`src/design/psd_pkg.sv`:
```
`timescale 1ns / 1ps

package psd_pkg;

  // Configuration register indexes
  localparam logic CFG_PREAMBLE = 1'b0;
  localparam logic CFG_MAX_LEN  = 1'b1;

  localparam int unsigned CFG_ADDR_W = 1;
  localparam int unsigned CFG_DATA_W = 16;

  localparam logic [15:0] PREAMBLE_RST = 16'hFFF0;
  localparam logic [7:0]  MAX_LEN_RST  = 8'hFF;

  // group_count: 0 = hunting, 1..9 = bits of the current group
  localparam logic [3:0] GROUP_HUNT = 4'd0;
  localparam logic [3:0] GROUP_FIRST = 4'd1;
  localparam logic [3:0] GROUP_BITS = 4'd9;

  localparam int unsigned LEAD_BIT = 8;

  typedef struct packed {
    logic       last_byte;
    logic [7:0] packet_length;
    logic [7:0] byte_index;
    logic [7:0] data_byte;
  } psd_result_t;

endpackage

```
`src/design/preamble_sync_packet_deframer.sv`:
```
`timescale 1ns / 1ps

// Channel  Dir  Signals                         Contents
// in       in   in_tvalid/in_tready/in_tdata    tdata[0] rx_bit
// out      out  out_tvalid/out_tready/out_tdata tdata: data_byte, byte_index,
//                 out_tlast                       packet_length; tlast last_byte
// cfg      in   cfg_we/cfg_addr/cfg_wdata       0 preamble_pattern, 1 max_length
//
// One bit per cycle while in_tready is high: each transaction updates the deframer state
// in the cycle it is accepted, and any byte it completes lands in the output register.
// A byte appears on out in the cycle after the bit that completes its group.
// Reset is synchronous, active low; it clears the deframer to hunting and
// restores the register defaults.
// A stalled output holds in_tready low only while a byte is waiting.
module preamble_sync_packet_deframer (
  input  logic                           clk,
  input  logic                           rst_n,
  input  logic                           in_tvalid,
  output logic                           in_tready,
  input  logic [7:0]                     in_tdata,   // [0] rx_bit, [7:1] zero
  output logic                           out_tvalid,
  input  logic                           out_tready,
  output logic [23:0]                    out_tdata,  // [7:0] data_byte,
                                                     // [15:8] byte_index,
                                                     // [23:16] packet_length
  output logic                           out_tlast,
  input  logic                           cfg_we,
  input  logic [psd_pkg::CFG_ADDR_W-1:0] cfg_addr,
  input  logic [psd_pkg::CFG_DATA_W-1:0] cfg_wdata
);
  import psd_pkg::*;

  logic        adv;
  logic        res_valid;
  psd_result_t res;
  psd_result_t res_q;

  // advance the deframer on every accepted bit
  assign adv = in_tvalid && in_tready;

  psd_core u_core (
    .clk       (clk),
    .rst_n     (rst_n),
    .cfg_we    (cfg_we),
    .cfg_addr  (cfg_addr),
    .cfg_wdata (cfg_wdata),
    .adv       (adv),
    .rx_bit    (in_tdata[0]),
    .res_valid (res_valid),
    .res       (res)
  );

  psd_out_reg u_out (
    .clk       (clk),
    .rst_n     (rst_n),
    .load_en   (in_tvalid),
    .res_valid (res_valid),
    .res       (res),
    .valid     (out_tvalid),
    .res_q     (res_q),
    .ready     (out_tready),
    .load_ok   (in_tready)
  );

  assign out_tdata = {res_q.packet_length, res_q.byte_index, res_q.data_byte};
  assign out_tlast = res_q.last_byte;

endmodule

```
`src/design/psd_core.sv`:
```
`timescale 1ns / 1ps

module psd_core (
  input  logic                                 clk,
  input  logic                                 rst_n,
  input  logic                                 cfg_we,
  input  logic [psd_pkg::CFG_ADDR_W-1:0]       cfg_addr,
  input  logic [psd_pkg::CFG_DATA_W-1:0]       cfg_wdata,
  input  logic                                 adv,
  input  logic                                 rx_bit,
  output logic                                 res_valid,
  output psd_pkg::psd_result_t                 res
);
  import psd_pkg::*;

  logic [15:0] preamble_r;
  logic [7:0]  max_len_r;
  logic [15:0] bit_shift_r;
  logic [3:0]  group_count_r;
  logic        header_pending_r;
  logic [7:0]  announced_len_r;
  logic [7:0]  bytes_rcvd_r;

  logic [15:0] bit_shift_nxt;
  logic [3:0]  group_count_nxt;
  logic        header_pending_nxt;
  logic [7:0]  announced_len_nxt;
  logic [7:0]  bytes_rcvd_nxt;
  logic [7:0]  group_byte;
  logic [7:0]  rcvd_inc;

  assign bit_shift_nxt = {bit_shift_r[14:0], rx_bit};
  assign group_byte    = bit_shift_nxt[7:0];
  assign rcvd_inc      = bytes_rcvd_r + 8'd1;

  always_comb begin
    group_count_nxt    = group_count_r;
    header_pending_nxt = header_pending_r;
    announced_len_nxt  = announced_len_r;
    bytes_rcvd_nxt     = bytes_rcvd_r;
    res_valid          = 1'b0;
    res.data_byte      = group_byte;
    res.byte_index     = bytes_rcvd_r;
    res.packet_length  = announced_len_r;
    res.last_byte      = (rcvd_inc == announced_len_r);
    priority if (group_count_r == GROUP_HUNT) begin
      if (bit_shift_nxt == preamble_r) begin
        header_pending_nxt = 1'b1;
        group_count_nxt    = GROUP_FIRST;
      end
    end else if (group_count_r < GROUP_BITS) begin
      group_count_nxt = group_count_r + 4'd1;
    end else if (bit_shift_nxt[LEAD_BIT]) begin
      // leading one: drop sync
      group_count_nxt    = GROUP_HUNT;
      header_pending_nxt = 1'b1;
    end else begin
      group_count_nxt = GROUP_FIRST;
      if (header_pending_r) begin
        if (group_byte > max_len_r) begin
          group_count_nxt = GROUP_HUNT;
        end else begin
          announced_len_nxt  = group_byte;
          bytes_rcvd_nxt     = 8'd0;
          header_pending_nxt = 1'b0;
        end
      end else if (bytes_rcvd_r < announced_len_r) begin
        res_valid      = 1'b1;
        bytes_rcvd_nxt = rcvd_inc;
      end
    end
  end

  always_ff @(posedge clk) begin
    if (!rst_n) begin
      preamble_r <= PREAMBLE_RST;
      max_len_r  <= MAX_LEN_RST;
    end else if (cfg_we) begin
      unique case (cfg_addr)
        CFG_PREAMBLE: preamble_r <= cfg_wdata;
        CFG_MAX_LEN:  max_len_r  <= cfg_wdata[7:0];
        default:      ;
      endcase
    end
  end

  always_ff @(posedge clk) begin
    if (!rst_n) begin
      bit_shift_r      <= 16'd0;
      group_count_r    <= GROUP_HUNT;
      header_pending_r <= 1'b1;
      announced_len_r  <= 8'd0;
      bytes_rcvd_r     <= 8'd0;
    end else if (adv) begin
      bit_shift_r      <= bit_shift_nxt;
      group_count_r    <= group_count_nxt;
      header_pending_r <= header_pending_nxt;
      announced_len_r  <= announced_len_nxt;
      bytes_rcvd_r     <= bytes_rcvd_nxt;
    end
  end

endmodule

```
`src/design/psd_out_reg.sv`:
```
`timescale 1ns / 1ps

module psd_out_reg (
  input  logic                 clk,
  input  logic                 rst_n,
  input  logic                 load_en,
  input  logic                 res_valid,
  input  psd_pkg::psd_result_t res,
  output logic                 valid,
  output psd_pkg::psd_result_t res_q,
  input  logic                 ready,
  output logic                 load_ok
);
  import psd_pkg::*;

  logic        valid_r;
  psd_result_t res_r;

  // register free or draining this cycle
  assign load_ok = !valid_r || ready;

  always_ff @(posedge clk) begin
    if (!rst_n) begin
      valid_r <= 1'b0;
    end else if (load_ok) begin
      valid_r <= load_en && res_valid;
    end
  end

  always_ff @(posedge clk) begin
    if (load_ok && load_en && res_valid) begin
      res_r <= res;
    end
  end

  assign valid = valid_r;
  assign res_q = res_r;

endmodule

```
`config.mk`:
```
export PLATFORM = sky130hd
export DESIGN_NAME = preamble_sync_packet_deframer
export DESIGN_NICKNAME = d
export VERILOG_FILES = /design/src/design/psd_pkg.sv /design/src/design/preamble_sync_packet_deframer.sv /design/src/design/psd_core.sv /design/src/design/psd_out_reg.sv
export SDC_FILE = /design/constraint.sdc
export NUM_CORES = 1
export LEC_CHECK = 0
export ABC_AREA = 1
export BUFFER_PORTS_ARGS = -buffer_cell sky130_fd_sc_hd__buf_2
export CORE_UTILIZATION = 55
export DETAILED_ROUTE_END_ITERATION = 16
export GPL_TIMING_DRIVEN = 0
export PLACE_DENSITY = 0.89
export SETUP_SLACK_MARGIN = 0.2
export SYNTH_ARGS = -nofsm -noshare
export SYNTH_HDL_FRONTEND = slang
export SYNTH_SLANG_ARGS = --single-unit
export TNS_END_PERCENT = 10
```
`constraint.sdc`:
```
create_clock -name clk -period 2.6 [get_ports clk]
set_clock_uncertainty 0.2 [all_clocks]
set_input_delay 0.39 -clock clk [delete_from_list [all_inputs] [get_ports clk]]
set_output_delay 0.39 -clock clk [all_outputs]
set_load 0.005 [all_outputs]
```
==> metrics.log <==
[metrics] status: completed
[metrics] total routed wirelength: 8810 um
[metrics] clock tree from TritonCTS: done
[metrics] path type of the worst setup path: reg2reg
[metrics] area delta synth->final: 15.5%
[metrics] Root Driver: sky130_fd_sc_hd__clkbuf_8
[metrics] post-place instance area: 4360 um2
[metrics] CP max-delay cell: sky130_fd_sc_hd__dfxtp_1
[metrics] proportion of power drawn by the clock network: 0.397
[metrics] length of the first detailed-routing pass in iterations: 4
[metrics] Fin. Hold Viols: 0
[metrics] share of the clock period used by the worst path after layout: 0.863
[metrics] Core Rows: 30
[metrics] number of enable-type register cells in the synthesized netlist: 25
[metrics] width of the die: 87.3 um
[metrics] switching fraction of total power: 0.245
[metrics] number of clock sinks seen by CTS: 86
[metrics] number of maximum-capacitance violations: 0
[metrics] critical-path cell list: ha_1 -> nand2_1 -> nor2_1 -> nand4_1 -> nand2_1 -> nand2_2 -> buf_2 -> o21ai_0 -> a21oi_1
[metrics] remaining antenna violation count: 0
[metrics] number of buffers added by the clock tree synthesis step: 9
[metrics] portion of the post-synthesis area used by sequential elements: 0.493
[metrics] synthesis warning total: 0
[metrics] cell family with the largest share of critical-path delay: simple AND/OR/NAND/NOR gates
[metrics] clock period minus worst slack: 2.24 ns
[metrics] IR drop worst, VDD: 0.285 mV
[metrics] post-synthesis instance total: 490
[metrics] fraction of final layout cells with drive strength greater than 1: 0.155
[metrics] peak per-stage delay on the critical path: 0.38 ns
[metrics] Cell Pwr Density: 584 nW/um2
[metrics] sw power: 0.000661 W
[metrics] commonest cells after routing, fill and taps aside: sky130_fd_sc_hd__nand2_1 (121), sky130_fd_sc_hd__dfxtp_1 (61), sky130_fd_sc_hd__inv_1 (58)
[metrics] cell occurring most often along the worst timing path: sky130_fd_sc_hd__nand2_1
[metrics] average footprint of a synthesized cell: 8.16 um2
[metrics] Cell Count, Final, Fillers Out: 652
[metrics] pin count of the biggest net entering global routing: 26
[metrics] global-route wire length before repair: 14300 um
[metrics] critical path required time: 2.65 ns
[metrics] Critical Path End Type: flop
[metrics] worst min-delay path category: in2reg
[metrics] I/O pin cnt: 57
[metrics] worst slew margin relative to its limit: 0.660
[metrics] number of buffers on the longest clock path: 2
[metrics] highest achievable clock rate: 446 MHz
[metrics] most used flip-flop cell after synthesis: sky130_fd_sc_hd__dfxtp_1
[metrics] Hold Slack: 0.0362 ns
[metrics] count of buffering cells on the critical path with inverters included: 1
[metrics] number of distinct library cell variants in the gate-level netlist after synthesis: 37
[metrics] clock transition time at the flip-flop clock pins of the worst setup and hold paths: 0.09 ns
[metrics] count of unresolved DRC violations after routing: 0
[metrics] detail-routed net length per standard cell: 13.5 um
[metrics] flip-flop and latch count after synthesis: 86
[metrics] core area: 6910 um2
[metrics] setup violation total in the final timing report: 0
[metrics] GR Overflow Total: 0
[metrics] Leakage: 2.13 nW
[metrics] synthesized area: 4000 um2
[metrics] net total in the final layout: 600
[metrics] worst slew pin tran: 0.510 ns
[metrics] post-synthesis net count: 539
[metrics] sequential fraction of design power: 0.535
[metrics] most common cell after layout, fill and taps aside: sky130_fd_sc_hd__nand2_1
[metrics] setup repair after global routing missed its margin: false
[metrics] combined global-route utilization of all metal layers: 0.242
[metrics] worst-skew pair later-pin latency: 0.36 ns
[metrics] data arrival time of the critical path: 2.30 ns
[metrics] share of total power in combinational logic: 0.068
[metrics] First DRT Iteration DRCs: 280
[metrics] fraction of synthesis flops using an asynchronous set or reset pin: 0
[metrics] internal portion of total power: 0.00204 W
[metrics] RePlAce Congestion: 0.867
[metrics] highest fanout seen on the critical path: 10
[metrics] diode insertion count for antenna repair: 0
[metrics] vias in the first global route: 3234
[metrics] total vias in the final route: 3478
[metrics] Non-Filler Cell Area, Final: 4620 um2
[metrics] Detail Placement HPWL: 6280 um
[metrics] number of pins exceeding their max-slew limit in the final report: 0
[metrics] CP Launch Type: flop
[metrics] effective utilization at floorplan: 0.579
[metrics] placed instance count: 634
[metrics] initial antenna violation count: 0
[metrics] die area: 7620 um2
[metrics] overall die height: 87.3 um
[metrics] total number of H-tree levels: 3
[metrics] filler cell count: 573
[metrics] port bufs: 48
[metrics] via/cell ratio: 5.33
[cells by family (layout without fill, tap and decap cells)]
group,count (synthesis),count (layout),share of synthesized area
AO/OA/AOI/OAI,87,87,0.126
XOR/XNOR,9,9,0.0232
adder cells (fa/ha/maj),19,19,0.0594
buffers and inverters,78,144,0.0760
flip-flops,86,86,0.493
AND/OR/NAND/NOR,211,211,0.222
[power groups by stage]
stage          Clock (W)  Sequential [W]  Combinational, W
2_1_floorplan          0         0.00146          0.000128
3_3_place_gp           0         0.00147          0.000173
3_5_place_dp           0         0.00147          0.000182
4_1_cts          0.00107         0.00144          0.000183
5_1_grt          0.00113         0.00145          0.000211
6_report         0.00107         0.00144          0.000184
[final timing paths]
path | slack (ns) | end | start | cells after the start
worst max-delay path | 0.36 | u_core.announced_len_r[6] | u_core.bit_shift_r[6] | 9
worst min-delay path | 0.04 | u_core.preamble_r[15] | cfg_wdata[15] | 3
worst max register to register | 0.36 | u_core.announced_len_r[6] | u_core.bit_shift_r[6] | 9
worst min register to register | 0.24 | u_out.res_q[22] | u_core.announced_len_r[6] | 0
[repair_timing]
item,in CTS,in global routing
hold buffers,0,0
cloned,0,1
setup endpoints to repair,25,25
resized for setup,1,1
setup buffers,0,1
endpoints found under the hold margin,0,0
[cell usage after synthesis, types with 4 or more instances]
library cell,count,share of area
sky130_fd_sc_hd__nand2_1,121,0.11
sky130_fd_sc_hd__dfxtp_1,61,0.31
sky130_fd_sc_hd__inv_1,59,0.055
sky130_fd_sc_hd__nor2_1,53,0.050
sky130_fd_sc_hd__a21oi_1,36,0.045
sky130_fd_sc_hd__o21ai_0,29,0.036
sky130_fd_sc_hd__edfxtp_1,25,0.19
sky130_fd_sc_hd__ha_1,19,0.059
sky130_fd_sc_hd__nand3_1,18,0.023
sky130_fd_sc_hd__o211ai_1,16,0.030
sky130_fd_sc_hd__clkbuf_1,10,0.0094
sky130_fd_sc_hd__xor2_1,7,0.015
sky130_fd_sc_hd__nand2_2,4,0.0063
sky130_fd_sc_hd__nand4_1,4,0.0063
[area by class of cell]
| type | count | area (um2) | share of cell area |
|---|---|---|---|
| flip-flops and latches | 86 | 1970 | 0.427 |
| multi-input cells | 326 | 1720 | 0.373 |
| repair buffers | 49 | 260 | 0.0564 |
| inverters | 63 | 240 | 0.0520 |
| clock buffers | 9 | 124 | 0.0268 |
| well taps | 96 | 120 | 0.0260 |
| clock inverters | 7 | 103 | 0.0222 |
| plain buffers | 15 | 67.6 | 0.0146 |
| repair inverters | 1 | 7.51 | 0.00163 |
[metrics by stage]
step           power [W]  setup WS [ns]  TNS, ns  utilization
2_1_floorplan    0.00159          0.294        0            -
3_3_place_gp     0.00164         0.0579        0        0.631
3_5_place_dp     0.00165        -0.0436    -1.05        0.631
4_1_cts          0.00269          0.189        0        0.664
5_1_grt          0.00279          0.195        0        0.668
6_report         0.00270          0.357        0        0.668
[per-layer routing]
layer,share of wire,vias to the layer above,wire [um],global-route usage
li1,-,1726,-,-
met1,0.40,1589,3560,0.287
met2,0.50,135,4440,0.426
met3,0.059,28,520,0.0436
met4,0.032,0,284,0.110
met5,0,-,0,0
[registers in the layout, indices dropped and copies added (netlist names)]
| signal | flops |
|---|---|
| u_core.announced_len_r | 8 |
| u_core.bit_shift_r | 15 |
| u_core.bytes_rcvd_r | 8 |
| u_core.group_count_r | 4 |
| u_core.header_pending_r | 1 |
| u_core.max_len_r | 8 |
| u_core.preamble_r | 16 |
| u_out.res_q | 25 |
| u_out.valid | 1 |
[worst register-to-register path: cells and delay by family (launching register included)]
kind	cells	cell delay [ns]
simple gates	5	0.75
flops	1	0.38
fa+ha+maj	1	0.33
compound gates	2	0.24
buf+inv	1	0.22
No activity file was read; power rests on OpenSTA's default activity.
